==> src/design/tft_pkg.sv <==
// Shared types, constants and codes for the TCP flow tracker.
package tft_pkg;

  // Width of the flow's packet and byte counters; results carry the low 32 bits.
  localparam int COUNT_W = 32;

  localparam int Q_DEPTH = 2;
  localparam int Q_PTR_W = $clog2(Q_DEPTH);
  localparam int Q_CNT_W = $clog2(Q_DEPTH + 1);

  localparam int CFG_IDX_W  = 1;
  localparam int CFG_DATA_W = 8;

  localparam logic [31:0] USEC_PER_SEC = 32'd1000000;

  localparam logic [7:0] CFG_NON_HTTP_LIMIT_RST   = 8'd5;
  localparam logic [7:0] CFG_RESET_MIN_CLIENT_RST = 8'd4;

  localparam int FLAG_FIN_BIT = 0;
  localparam int FLAG_SYN_BIT = 1;
  localparam int FLAG_RST_BIT = 2;
  localparam int FLAG_ACK_BIT = 4;
  localparam logic [7:0] FLAGS_PURE_SYN = 8'h02;

  typedef enum logic [1:0] {
    VERDICT_ACCEPT   = 2'd0,
    VERDICT_DROP     = 2'd1,
    VERDICT_COMPLETE = 2'd2
  } verdict_t;

  typedef enum logic [CFG_IDX_W-1:0] {
    CFG_NON_HTTP_LIMIT   = 1'b0,
    CFG_RESET_MIN_CLIENT = 1'b1
  } cfg_idx_t;

  typedef struct packed {
    logic [7:0] non_http_limit;
    logic [7:0] reset_min_client;
  } cfg_t;

  typedef struct packed {
    logic        from_client;
    logic [7:0]  flag_bits;
    logic [15:0] payload_len;
    logic        has_http;
    logic [31:0] cap_sec;
    logic [19:0] cap_us;
  } in_item_t;

  // Decoded event handed from the front to the back.
  typedef struct packed {
    logic        client;
    logic        rst;
    logic        ack;
    logic        fin;
    logic        pure_syn;
    logic        has_http;
    logic [15:0] len;
    logic [31:0] sec;
    logic [19:0] usec;
  } event_t;

  typedef struct packed {
    verdict_t    verdict;
    logic        keep_packet;
    logic        restarted;
    logic [31:0] rtt_us;
    logic [31:0] client_packets;
    logic [31:0] server_packets;
    logic [31:0] client_bytes;
    logic [31:0] server_bytes;
    logic        is_http;
  } out_item_t;

endpackage

==> src/design/tft_front.sv <==
// Front stage: take input beats, decode the flag byte, hand events to the queue.
module tft_front import tft_pkg::*; (
  input  logic     clk,
  input  logic     rst_n,
  input  logic     in_valid,
  output logic     in_ready,
  input  in_item_t in_data,
  output logic     push,
  output event_t   push_event,
  input  logic     q_full
);

  logic   fr_valid_r, fr_valid_nxt;
  event_t fr_event_r, fr_event_nxt;
  logic   take;

  assign push     = fr_valid_r && !q_full;
  assign in_ready = !fr_valid_r || push;
  assign take     = in_valid && in_ready;
  assign push_event = fr_event_r;

  always_comb begin
    fr_event_nxt.client   = in_data.from_client;
    fr_event_nxt.rst      = in_data.flag_bits[FLAG_RST_BIT];
    fr_event_nxt.ack      = in_data.flag_bits[FLAG_ACK_BIT];
    fr_event_nxt.fin      = in_data.flag_bits[FLAG_FIN_BIT];
    fr_event_nxt.pure_syn = (in_data.flag_bits == FLAGS_PURE_SYN);
    fr_event_nxt.has_http = in_data.has_http;
    fr_event_nxt.len      = in_data.payload_len;
    fr_event_nxt.sec      = in_data.cap_sec;
    fr_event_nxt.usec     = in_data.cap_us;
  end

  always_comb begin
    if (take) begin
      fr_valid_nxt = 1'b1;
    end else if (push) begin
      fr_valid_nxt = 1'b0;
    end else begin
      fr_valid_nxt = fr_valid_r;
    end
  end

  always_ff @(posedge clk) begin
    if (!rst_n) begin
      fr_valid_r <= 1'b0;
    end else begin
      fr_valid_r <= fr_valid_nxt;
    end
  end

  always_ff @(posedge clk) begin
    if (take) begin
      fr_event_r <= fr_event_nxt;
    end
  end

endmodule

==> src/design/tft_queue.sv <==
// Short event queue between the front and the back.
module tft_queue import tft_pkg::*; (
  input  logic   clk,
  input  logic   rst_n,
  input  logic   push,
  input  event_t push_event,
  output logic   full,
  input  logic   pop,
  output logic   q_valid,
  output event_t q_event
);

  event_t             mem_r [Q_DEPTH];
  logic [Q_PTR_W-1:0] wr_ptr_r, wr_ptr_nxt;
  logic [Q_PTR_W-1:0] rd_ptr_r, rd_ptr_nxt;
  logic [Q_CNT_W-1:0] cnt_r, cnt_nxt;

  assign full    = (cnt_r == Q_CNT_W'(Q_DEPTH));
  assign q_valid = (cnt_r != '0);
  assign q_event = mem_r[rd_ptr_r];

  always_comb begin
    wr_ptr_nxt = wr_ptr_r;
    rd_ptr_nxt = rd_ptr_r;
    if (push) begin
      wr_ptr_nxt = (wr_ptr_r == Q_PTR_W'(Q_DEPTH - 1)) ? '0 : wr_ptr_r + 1'b1;
    end
    if (pop) begin
      rd_ptr_nxt = (rd_ptr_r == Q_PTR_W'(Q_DEPTH - 1)) ? '0 : rd_ptr_r + 1'b1;
    end
    case ({push, pop})
      2'b10:   cnt_nxt = cnt_r + 1'b1;
      2'b01:   cnt_nxt = cnt_r - 1'b1;
      default: cnt_nxt = cnt_r;
    endcase
  end

  always_ff @(posedge clk) begin
    if (!rst_n) begin
      wr_ptr_r <= '0;
      rd_ptr_r <= '0;
      cnt_r    <= '0;
    end else begin
      wr_ptr_r <= wr_ptr_nxt;
      rd_ptr_r <= rd_ptr_nxt;
      cnt_r    <= cnt_nxt;
    end
  end

  always_ff @(posedge clk) begin
    if (push) begin
      mem_r[wr_ptr_r] <= push_event;
    end
  end

endmodule

==> src/design/tft_back.sv <==
// Back: one event per cycle if output free; update flow state, register result.
module tft_back import tft_pkg::*; (
  input  logic      clk,
  input  logic      rst_n,
  input  cfg_t      cfg,
  input  logic      q_valid,
  input  event_t    q_event,
  output logic      pop,
  output logic      out_valid,
  input  logic      out_ready,
  output out_item_t out_data
);

  logic [COUNT_W-1:0] cc_r, cc_nxt, sc_r, sc_nxt, ct_r, ct_nxt, st_r, st_nxt;
  logic [31:0]        syn_sec_r, syn_sec_nxt;
  logic [19:0]        syn_us_r, syn_us_nxt;
  logic [31:0]        rtt_r, rtt_nxt;
  logic               http_r, http_nxt;

  logic [COUNT_W-1:0] cc_post, sc_post, ct_post, st_post;
  logic [31:0]        syn_sec_post, rtt_post, rtt_calc;
  logic [19:0]        syn_us_post;
  logic               http_post;
  logic               count_en, keep_c, restart_c, drop_lim;
  verdict_t           verdict_c;

  logic      out_valid_r, out_valid_nxt;
  out_item_t out_data_r, out_data_nxt;

  assign pop       = q_valid && (!out_valid_r || out_ready);
  assign out_valid = out_valid_r;
  assign out_data  = out_data_r;

  assign drop_lim = !http_r && (cc_r >= COUNT_W'(cfg.non_http_limit));
  assign rtt_calc = (q_event.sec - syn_sec_r) * USEC_PER_SEC
                  + (32'(q_event.usec) - 32'(syn_us_r));

  // Decide the event and build the post-event flow state.
  always_comb begin
    cc_post       = cc_r;
    sc_post       = sc_r;
    ct_post       = ct_r;
    st_post       = st_r;
    syn_sec_post  = syn_sec_r;
    syn_us_post   = syn_us_r;
    rtt_post      = rtt_r;
    http_post     = http_r;
    count_en      = 1'b0;
    keep_c        = 1'b0;
    restart_c     = 1'b0;
    verdict_c     = VERDICT_ACCEPT;

    if (drop_lim) begin
      verdict_c = VERDICT_DROP;
    end else if (q_event.rst) begin
      if (cc_r < COUNT_W'(cfg.reset_min_client)) begin
        verdict_c = VERDICT_DROP;
      end else begin
        count_en  = 1'b1;
        verdict_c = VERDICT_COMPLETE;
      end
    end else if (q_event.client && cc_r == COUNT_W'(1) && q_event.ack) begin
      rtt_post = rtt_calc;
      count_en = 1'b1;
    end else if (q_event.fin) begin
      count_en  = 1'b1;
      verdict_c = VERDICT_COMPLETE;
    end else if (q_event.client && cc_r == '0) begin
      syn_sec_post  = q_event.sec;
      syn_us_post   = q_event.usec;
      count_en      = 1'b1;
    end else if (q_event.client && q_event.pure_syn) begin
      // Restart from a clean flow, then count this SYN.
      cc_post       = '0;
      sc_post       = '0;
      ct_post       = '0;
      st_post       = '0;
      rtt_post      = '0;
      http_post     = 1'b0;
      syn_sec_post  = q_event.sec;
      syn_us_post   = q_event.usec;
      count_en      = 1'b1;
      restart_c     = 1'b1;
    end else begin
      if (q_event.has_http) begin
        http_post = 1'b1;
        keep_c    = 1'b1;
      end
      count_en = 1'b1;
    end

    if (count_en) begin
      if (q_event.client) begin
        cc_post = cc_post + COUNT_W'(1);
        ct_post = ct_post + COUNT_W'(q_event.len);
      end else begin
        sc_post = sc_post + COUNT_W'(1);
        st_post = st_post + COUNT_W'(q_event.len);
      end
    end
  end

  always_comb begin
    out_data_nxt.verdict        = verdict_c;
    out_data_nxt.keep_packet    = keep_c;
    out_data_nxt.restarted      = restart_c;
    out_data_nxt.rtt_us         = rtt_post;
    out_data_nxt.client_packets = 32'(cc_post);
    out_data_nxt.server_packets = 32'(sc_post);
    out_data_nxt.client_bytes   = 32'(ct_post);
    out_data_nxt.server_bytes   = 32'(st_post);
    out_data_nxt.is_http        = http_post;
  end

  // Commit the state on pop; drop and completion clear the flow.
  always_comb begin
    cc_nxt       = cc_r;
    sc_nxt       = sc_r;
    ct_nxt       = ct_r;
    st_nxt       = st_r;
    syn_sec_nxt  = syn_sec_r;
    syn_us_nxt   = syn_us_r;
    rtt_nxt      = rtt_r;
    http_nxt     = http_r;
    if (pop) begin
      if (verdict_c != VERDICT_ACCEPT) begin
        cc_nxt       = '0;
        sc_nxt       = '0;
        ct_nxt       = '0;
        st_nxt       = '0;
        syn_sec_nxt  = '0;
        syn_us_nxt   = '0;
        rtt_nxt      = '0;
        http_nxt     = 1'b0;
      end else begin
        cc_nxt       = cc_post;
        sc_nxt       = sc_post;
        ct_nxt       = ct_post;
        st_nxt       = st_post;
        syn_sec_nxt  = syn_sec_post;
        syn_us_nxt   = syn_us_post;
        rtt_nxt      = rtt_post;
        http_nxt     = http_post;
      end
    end
  end

  always_comb begin
    if (pop) begin
      out_valid_nxt = 1'b1;
    end else if (out_ready) begin
      out_valid_nxt = 1'b0;
    end else begin
      out_valid_nxt = out_valid_r;
    end
  end

  always_ff @(posedge clk) begin
    if (!rst_n) begin
      cc_r        <= '0;
      sc_r        <= '0;
      ct_r        <= '0;
      st_r        <= '0;
      syn_sec_r   <= '0;
      syn_us_r    <= '0;
      rtt_r       <= '0;
      http_r      <= 1'b0;
      out_valid_r <= 1'b0;
    end else begin
      cc_r        <= cc_nxt;
      sc_r        <= sc_nxt;
      ct_r        <= ct_nxt;
      st_r        <= st_nxt;
      syn_sec_r   <= syn_sec_nxt;
      syn_us_r    <= syn_us_nxt;
      rtt_r       <= rtt_nxt;
      http_r      <= http_nxt;
      out_valid_r <= out_valid_nxt;
    end
  end

  always_ff @(posedge clk) begin
    if (pop) begin
      out_data_r <= out_data_nxt;
    end
  end

  a_clear_after_end: assert property (@(posedge clk) disable iff (!rst_n)
    pop && verdict_c != VERDICT_ACCEPT |=> cc_r == '0 && sc_r == '0 && !http_r)
    else $error("flow state not cleared after drop or completion");

  a_restart_one_client: assert property (@(posedge clk) disable iff (!rst_n)
    pop && restart_c |=> cc_r == COUNT_W'(1) && sc_r == '0)
    else $error("restart left stale counters");

  a_keep_is_http: assert property (@(posedge clk) disable iff (!rst_n)
    out_valid_r && out_data_r.keep_packet |->
      out_data_r.is_http && out_data_r.verdict == VERDICT_ACCEPT)
    else $error("kept packet without HTTP mark or with an end verdict");

  a_restart_counts: assert property (@(posedge clk) disable iff (!rst_n)
    out_valid_r && out_data_r.restarted |->
      out_data_r.client_packets == 32'd1 && out_data_r.server_packets == 32'd0)
    else $error("restart result does not show a fresh flow");

endmodule

==> src/design/tcp_flow_tracker_top.sv <==
// Top level of the TCP flow tracker: configuration registers and the front, queue and back.
//
// Follows one TCP flow, one packet event per input beat, and returns exactly one
// result beat per event, in order. Throughput is one event per clock while the
// output side is ready: the front registers each beat and decodes its flag byte,
// a two-entry queue decouples it from the back, and the back applies the event to
// the flow state (counters, SYN time, RTT, HTTP mark) in a read-modify-write of its
// registers, which is the loop that sets the rate. The RTT is one 32x20 constant
// multiply plus an add inside it. Each beat passes the front register, the queue
// and the output register. Either side may stall freely; the queue and the output
// register absorb the difference. Configuration (index 0: non-HTTP client packet
// limit, reset 5; index 1: client packets an RST needs to complete, reset 4) is
// always ready and must only be written while no event is in flight.
module tcp_flow_tracker_top import tft_pkg::*; (
  input  logic                  clk,
  input  logic                  rst_n,
  input  logic                  in_valid,
  output logic                  in_ready,
  input  in_item_t              in_data,
  output logic                  out_valid,
  input  logic                  out_ready,
  output out_item_t             out_data,
  input  logic                  cfg_valid,
  output logic                  cfg_ready,
  input  logic [CFG_IDX_W-1:0]  cfg_index,
  input  logic [CFG_DATA_W-1:0] cfg_data
);

  cfg_t   cfg_r, cfg_nxt;
  logic   push, q_full, pop, q_valid;
  event_t push_event, q_event;

  // Configuration writes are registered straight into the configuration register; never stall them.
  assign cfg_ready = 1'b1;

  always_comb begin
    cfg_nxt = cfg_r;
    if (cfg_valid) begin
      unique case (cfg_index)
        CFG_NON_HTTP_LIMIT:   cfg_nxt.non_http_limit   = cfg_data;
        CFG_RESET_MIN_CLIENT: cfg_nxt.reset_min_client = cfg_data;
        default:              cfg_nxt = cfg_r;
      endcase
    end
  end

  always_ff @(posedge clk) begin
    if (!rst_n) begin
      cfg_r.non_http_limit   <= CFG_NON_HTTP_LIMIT_RST;
      cfg_r.reset_min_client <= CFG_RESET_MIN_CLIENT_RST;
    end else begin
      cfg_r <= cfg_nxt;
    end
  end

  // Decode flag bits and hand events to the queue.
  tft_front u_front (
    .clk        (clk),
    .rst_n      (rst_n),
    .in_valid   (in_valid),
    .in_ready   (in_ready),
    .in_data    (in_data),
    .push       (push),
    .push_event (push_event),
    .q_full     (q_full)
  );

  // Buffer decoded events so front and back stall independently.
  tft_queue u_queue (
    .clk        (clk),
    .rst_n      (rst_n),
    .push       (push),
    .push_event (push_event),
    .full       (q_full),
    .pop        (pop),
    .q_valid    (q_valid),
    .q_event    (q_event)
  );

  // Advance the flow state and register the result beat.
  tft_back u_back (
    .clk       (clk),
    .rst_n     (rst_n),
    .cfg       (cfg_r),
    .q_valid   (q_valid),
    .q_event   (q_event),
    .pop       (pop),
    .out_valid (out_valid),
    .out_ready (out_ready),
    .out_data  (out_data)
  );

endmodule
==> config.mk <==
export PLATFORM = sky130hd
export DESIGN_NAME = tcp_flow_tracker_top
export DESIGN_NICKNAME = d
export VERILOG_FILES = /design/src/design/tft_pkg.sv /design/src/design/tft_front.sv /design/src/design/tft_queue.sv /design/src/design/tft_back.sv /design/src/design/tcp_flow_tracker_top.sv
export SDC_FILE = /design/constraint.sdc
export NUM_CORES = 1
export LEC_CHECK = 0
export BUFFER_PORTS_ARGS = -buffer_cell sky130_fd_sc_hd__buf_4
export CORE_MARGIN = 2
export CORE_UTILIZATION = 55
export CTS_CLUSTER_DIAMETER = 120
export DETAILED_ROUTE_END_ITERATION = 7
export HOLD_SLACK_MARGIN = 0.02
export PLACE_DENSITY = 0.74
export SLEW_MARGIN = 10
export SYNTH_ARGS = -nofsm -noshare
export SYNTH_HDL_FRONTEND = slang
export SYNTH_SLANG_ARGS = --single-unit
==> constraint.sdc <==
create_clock -name clk -period 12 [get_ports clk]
set_clock_uncertainty 0.05 [all_clocks]
set_input_delay 0.6 -clock clk [delete_from_list [all_inputs] [get_ports clk]]
set_output_delay 0.6 -clock clk [all_outputs]
set_load 0.02 [all_outputs]
==> results of run 1 <==
state kept, by name, indices dropped and copies added (netlist names), named ones only:
register / count
u_back.st_r: 32
u_back.out_data: 165
u_queue.cnt_r: 2
u_front.fr_valid_r: 1
u_queue.wr_ptr_r: 1
u_back.sc_r: 32
cfg_r: 16
u_back.ct_r: 32
u_queue.rd_ptr_r: 1
u_back.rtt_r: 32
u_back.syn_sec_r: 26
u_back.cc_r: 32
u_back.out_valid: 1
u_back.http_r: 1
u_queue.mem_r: 136
u_back.syn_us_r: 20
u_front.push_event: 68
final timing paths:
check	depth (start not counted)	endpoint	slack (ps)
setup / recovery	35	u_back.out_data[160]	2010
hold / removal	1	u_front.push_event[68]	90
setup reg to reg	35	u_back.out_data[160]	2010
hold reg to reg	0	u_queue.mem_r[1][71]	380
metrics by stage:
step / hold slack, ps / worst slack (ps) / instance area (µm²)
after floorplan: 371 / 2210 / 31700
after global placement: 374 / 2390 / 34300
after detailed placement: 379 / 2130 / 34300
after CTS: 59.8 / 2090 / 36400
after global routing: 63.5 / 1440 / 36400
final: 90.2 / 2010 / 36400
cell type report:
| type | instances | area share |
|---|---|---|
| inverters | 190 | 0.0199 |
| flip-flops and latches | 599 | 0.431 |
| diodes | 2 | 0.000137 |
| repair buffers | 280 | 0.0577 |
| clock buffers | 77 | 0.0452 |
| well taps | 756 | 0.0260 |
| clock inverters | 37 | 0.0128 |
| multi-input cells | 2092 | 0.408 |
Yosys cell counts (12+ instances only):
cell,count
sky130_fd_sc_hd__a211oi_1,12
sky130_fd_sc_hd__a21o_1,43
sky130_fd_sc_hd__a21oi_1,156
sky130_fd_sc_hd__a22o_1,19
sky130_fd_sc_hd__a22oi_1,119
sky130_fd_sc_hd__a31oi_1,20
sky130_fd_sc_hd__and2_1,51
sky130_fd_sc_hd__and3_1,33
sky130_fd_sc_hd__buf_1,17
sky130_fd_sc_hd__clkbuf_1,97
sky130_fd_sc_hd__dfxtp_1,230
sky130_fd_sc_hd__edfxtp_1,369
sky130_fd_sc_hd__fa_1,62
sky130_fd_sc_hd__ha_1,184
sky130_fd_sc_hd__inv_1,189
sky130_fd_sc_hd__mux2_2,72
sky130_fd_sc_hd__nand2_1,247
sky130_fd_sc_hd__nand2b_1,20
sky130_fd_sc_hd__nand3_1,56
sky130_fd_sc_hd__nand4_1,24
sky130_fd_sc_hd__nor2_1,314
sky130_fd_sc_hd__nor2b_1,17
sky130_fd_sc_hd__nor3_1,44
sky130_fd_sc_hd__nor4_1,13
sky130_fd_sc_hd__o21a_1,21
sky130_fd_sc_hd__o21ai_0,153
sky130_fd_sc_hd__o21bai_1,25
sky130_fd_sc_hd__o31ai_1,25
sky130_fd_sc_hd__or3_1,20
sky130_fd_sc_hd__xnor2_1,125
sky130_fd_sc_hd__xor2_1,93
cell families (layout without fill, tap and decap cells):
| family | Yosys count | in the layout | share of synthesized area |
|---|---|---|---|
| and+or+nand+nor | 879 | 879 | 0.129 |
| AOI/OAI and AO/OA | 659 | 659 | 0.135 |
| DFF | 599 | 599 | 0.495 |
| buffers and inverters | 310 | 584 | 0.0371 |
| adders and majority gates | 252 | 252 | 0.114 |
| xor gates and xnor gates | 220 | 220 | 0.0617 |
| muxes | 81 | 81 | 0.0285 |
| other | 1 | 3 | 0.000118 |
critical path: cells and delay by family (launching register included):
| family | cells | cell delay (ps) |
|---|---|---|
| adder cells (fa/ha/maj) | 8 | 3110 |
| buffers and inverters | 3 | 430 |
| AND/OR/NAND/NOR | 7 | 1020 |
| flip-flops | 1 | 450 |
| XOR/XNOR | 2 | 440 |
| multiplexers | 1 | 390 |
| AO/OA/AOI/OAI | 14 | 3820 |
layer usage:
metal	vias to the layer above	GRT usage	share of wire
met2	769	0.424	0.49
met4	2	0.0947	0.034
li1	11100	-	-
met3	169	0.0351	0.057
met5	-	0	0.00018
met1	11200	0.308	0.42
==> impl_summary.md, run 1 <==
Run status
The run finished with clean final reports.

Routing
In the routed design, unresolved DRC markers number 0. The number of design-rule violations left by the first detailed-router iteration is 1592. The final routed wire length divided by cell count is 18.3 µm.

Using the TritonRoute via totals, the vias-per-cell ratio works out to 5.76. The number of iterations in the first detailed-routing pass is 6. The count of antenna-violating nets left after detailed routing is 0. The total vias in the final route is 23200.

Summed over all layers, the routed wires come to 73.8 mm.

Job
The count of max-cap constraint violations is 0.

Placed design
The total half-perimeter wirelength after legalization and detailed placement is 51.2 mm. The congestion estimate from routability-driven global placement came to 0.888. After detailed placement, the design holds a cell count of 3917. The count of port buffers added during placement is 252.

Floorplanning
The total number of placement rows is 87. The region available for standard cell placement spans 56600 µm². The count of boundary I/O pins is 260. The area enclosed by the die boundary is 59500 µm². Measured along the y axis, the die boundary spans 244 µm. The die width is 244 µm. The starting density of the core is 0.559.

Synth
The most used flip-flop cell after synthesis is sky130_fd_sc_hd__edfxtp_1. The register area share after synthesis is 0.495. The number of cells produced by synthesis is 3001. The number of distinct standard cells referenced by the synthesized netlist is 84. The average instance area after synthesis is 10.6 µm². Counting flops and latches in the post-synthesis netlist gives 599.

Counting every net in the synthesized netlist gives 3339. The fraction of synthesis flops using an asynchronous set or reset pin is 0. By area the synthesized netlist is led by sky130_fd_sc_hd__edfxtp_1 35%, sky130_fd_sc_hd__dfxtp_1 15%, sky130_fd_sc_hd__ha_1 7.3%. In this run the cell area of the synthesized design comes to 31700 µm².

The number of enable flip-flop cells after synthesis is 369. Yosys printed 0 warnings. The cell type with the largest total area after synthesis is sky130_fd_sc_hd__edfxtp_1. The top cell type's share of synthesized area is 0.350.

Layout
The area occupied by multi-input gates is 14900 µm². Relative to the synthesized area, the layout overhead comes to 15.1%. Leaving out fill and tap cells, the most frequent cell in the layout is sky130_fd_sc_hd__edfxtp_1. The top cell types in the final layout, fill and taps aside, are 369 x sky130_fd_sc_hd__edfxtp_1, 309 x sky130_fd_sc_hd__nor2_1, 280 x sky130_fd_sc_hd__buf_4, 247 x sky130_fd_sc_hd__nand2_1, 229 x sky130_fd_sc_hd__dfxtp_1. The share of cells above drive strength 1 is 0.150. The number of fillers in the final layout is 4410. After the last flow step, the layout net total stands at 3561. The share of the core filled with cells in the final layout is 0.644.

The final standard cell count with taps included and fillers excluded is 4033. Registers take 15700 µm².

Worst setup path
Of all nets on the critical path, the largest fanout is 14. The classification of the worst setup path is reg2reg. The critical path arrival is 10260 ps. The standard cell with the maximum stage delay on the critical path is sky130_fd_sc_hd__a2111oi_0. The worst stage delay on the critical path is 710 ps. The data required time at the worst endpoint is 12270 ps. The type of element capturing the critical path is a register. The startpoint kind of the worst setup timing path is a register.

Min path
The class of the tightest hold or removal check is in2reg. The hold path startpoint is in_data[52].

Clock network
The clock sink count is 599. The total clock buffers created by CTS is 60. The root buffer cell is sky130_fd_sc_hd__clkbuf_16. The level count of the clock H-tree is 2.

The maximum root-to-sink buffer count is 3. TritonCTS built the clock tree. After clock tree synthesis, the repair step resized 0 gates. The number of hold buffers added after CTS is 0. Clock-pin slew was measured on the worst setup and hold paths at 60 ps. The number of setup buffers added after CTS is 0. At the later pin of the worst-skew pair, clock insertion delay measures 640 ps.

STA
The transition time at the pin with the least slew margin is 1180 ps. The normalized max-slew margin is 0.208. The number of max-slew violations in the final report is 0. The number of hold violations in the final report is 0. The minimum clock period is 9990 ps. Setup repair after global routing left no endpoint under its margin. Dividing the final minimum period by the clock period gives 0.832. The final-report setup violation count is 0. For this run, the top clock speed supported by timing is 100 MHz. Adding up every negative setup slack in the final design gives 0 ps.

GRT
The initial antenna violation count is 1. The first global-routing pass estimated 118 mm of wire. In the global route stage, overall resource usage came out at 0.244. The via count of the first global-routing pass is 23100. The maximum number of pins on one net before global-route repair is 123. The global-route congestion overflow total is 0.
Power of run 1 is left out: the tool's default activity adds up to more than one toggle a clock period on the data nets, which glitch-free logic cannot reach.
==> run 2, diff against run 1 <==
==> constraint.sdc (replaced) <==
create_clock -name clk -period 10.3 [get_ports clk]
set_clock_uncertainty 0.05 [all_clocks]
set_input_delay 0.515 -clock clk [delete_from_list [all_inputs] [get_ports clk]]
set_output_delay 0.515 -clock clk [all_outputs]
set_load 0.02 [all_outputs]
==> impl_summary.md, run 2 (synthesis gave the netlist of run 1 again) <==
Clock network
After clock tree synthesis, the clock-pin slew on the worst setup and hold paths is 70 ps. The total clock buffers created by CTS is 61. At the later pin of the worst-skew pair, clock insertion delay measures 630 ps. The TritonCTS clock tree is yes. The root buffer cell is sky130_fd_sc_hd__clkbuf_16. Clock tree synthesis found a total of 599 sinks. Counting along the longest clock path gives a buffer depth of 3. The level count of the clock H-tree is 2.

Worst setup path
Of all nets on the critical path, the largest fanout is 9. The setup slack of the most critical reg-to-reg path is 870 ps. The worst reg2reg path endpoint is u_back.out_data[160]. For the worst setup path, the data arrival time is 9720 ps.

The startpoint kind of the worst setup timing path is a register. On the worst path, the slowest cell contributes a delay of 500 ps. Counting buffers and inverters, the worst setup path is 35 cells deep. For the worst flop-to-flop path, the logic depth is 35.

The data required time at the worst endpoint is 10590 ps. Following the worst setup path forward leads to its endpoint at u_back.out_data[160]. STA classifies the critical path endpoint as a register.

The kind of cell with the highest combined delay along the critical path is compound AO/OA/AOI/OAI gates. The number of buffer and inverter instances along the worst setup path is 3. The setup path with the least slack is of type reg2reg. The standard cell with the maximum stage delay on the critical path is sky130_fd_sc_hd__fa_1.

STA
Setup repair after global routing left no endpoint under its margin. At the pin with the least slew margin, the transition time is 1150 ps. The normalized max-slew margin is 0.224. The period utilization is 0.915. The number of hold violations in the final report came to 0.

The minimum clock period is 9430 ps. The number of max-slew violations in the final report was 0. For this run, the top clock speed supported by timing is 106 MHz. Setup violations remaining at the end of the flow were counted as 0. After routing, the total negative slack on setup checks comes to 0 ps.

Routing
Dividing the detail-routed wire length by the instance count gives 18.0 µm. The total vias in the final route is 23400. The count of antenna-violating nets left after detailed routing is 0.

The detailed-route DRC error count is 0. The first detailed-routing pass took 6 iterations. Wires add up to 73.8 mm. After detailed routing, the number of vias per cell comes to 5.71. The number of design-rule violations left by the first detailed-router iteration is 1653.

Layout
Once layout is complete, the utilization of the core stands at 0.657. The register with the most flip-flops in the layout has 165 of them. The area of all sequential standard cells is 15700 µm². Leaving out fill and tap cells, the most frequent cell in the layout is sky130_fd_sc_hd__edfxtp_1. The area overhead of the layout relative to synthesis is 17.5%. In the final layout, the share of cells above drive strength 1 is 0.151.

The layout has 4315 filler cells. After the last flow step, the layout net total stands at 3625. In the layout the commonest cells are 369 x sky130_fd_sc_hd__edfxtp_1, 308 x sky130_fd_sc_hd__nor2_1, 281 x sky130_fd_sc_hd__buf_4, 247 x sky130_fd_sc_hd__nand2_1, 229 x sky130_fd_sc_hd__dfxtp_1. The area occupied by multi-input gates is 14900 µm².

Min path
The min-delay analysis places its worst path in the category in2reg. In this run the most critical hold path is launched from in_data[65].

GRT
In the global route stage, overall resource usage came out at 0.244. The via count of the first global-routing pass is 23200. The wire length of the first global-routing pass is 117 mm. Summed over all layers, the global routing overflow is 0. Entering global routing, the biggest net connects 124 pins. The initial antenna violation count is 2.

Run status
The run finished with clean final reports.

Placed design
Routability-driven placement finished with a final weighted congestion of 0.883. The count of port buffers added during placement is 252. Detailed placement ended at an HPWL of 50.9 mm.

Floorplanning
The floorplan step defined a die boundary enclosing 59500 µm². The total number of placement rows is 87. The die boundary height is 244 µm. The floorplan core area is 56600 µm². For this design the top-level I/O count stands at 260. For this configuration, the core starts out at a cell density of 0.559.

Measured along the x axis, the die boundary spans 244 µm.

Job
The tool flagged a number of max-cap violations equal to 0.
==> run 2: stage by stage <==
step | std cells | area [µm²] | hold slack (ps) | worst slack (ps)
5_1_grt | 4097 | 37200 | 25.0 | 142
3_5_place_dp | 3918 | 34300 | 379 | 501
2_1_floorplan | 3001 | 31700 | 371 | 513
4_1_cts | 4096 | 37200 | 21.3 | 509
3_3_place_gp | 3918 | 34300 | 373 | 828
6_report | 4098 | 37200 | 52.5 | 872
==> run 2: how the worst min path moves through the flow <==
stage / endpoint / slack, ps / cells after the start
final: u_front.push_event[64] / 50 / 1
after global routing: u_front.push_event[64] / 20 / 1
after CTS: u_front.push_event[64] / 20 / 1
after detailed placement: u_queue.mem_r[0][72] / 380 / 0
after global placement: u_queue.mem_r[0][12] / 370 / 0
after floorplan: u_queue.mem_r[0][0] / 370 / 0
==> run 2: area by class of cell <==
cell class / instances / area share
antenna: 2 / 0.000135
clock buffer: 76 / 0.0448
clock inverter: 40 / 0.0151
inverter: 190 / 0.0195
multi-input combinational: 2092 / 0.400
sequential: 599 / 0.422
tap: 756 / 0.0254
timing repair buffer: 343 / 0.0734
==> run 2: per-layer routing <==
metal	routed length [µm]	GRT usage	up-vias
li1	-	-	11300
met1	31000	0.310	11200
met2	36300	0.428	745
met3	4120	0.0309	145
met4	2360	0.0904	0
met5	0	0	-
==> run 2: repair_timing <==
item	4_1_cts	5_1_grt
hold buffers	62	0
resized for setup	0	3
buffers inserted	0	0
hold endpoints to repair	62	0
setup endpoints to repair	0	2
==> run 2: worst register-to-register path: cells and delay by family (launching register included) <==
family | cells | cell delay, ps
AOI/OAI and AO/OA | 14 | 3300
xor gates and xnor gates | 2 | 470
adders and majority gates | 8 | 3150
buffers and inverters | 3 | 440
DFF | 1 | 400
muxes | 1 | 380
and+or+nand+nor | 7 | 1010
Power of run 2 is left out for the same reason.
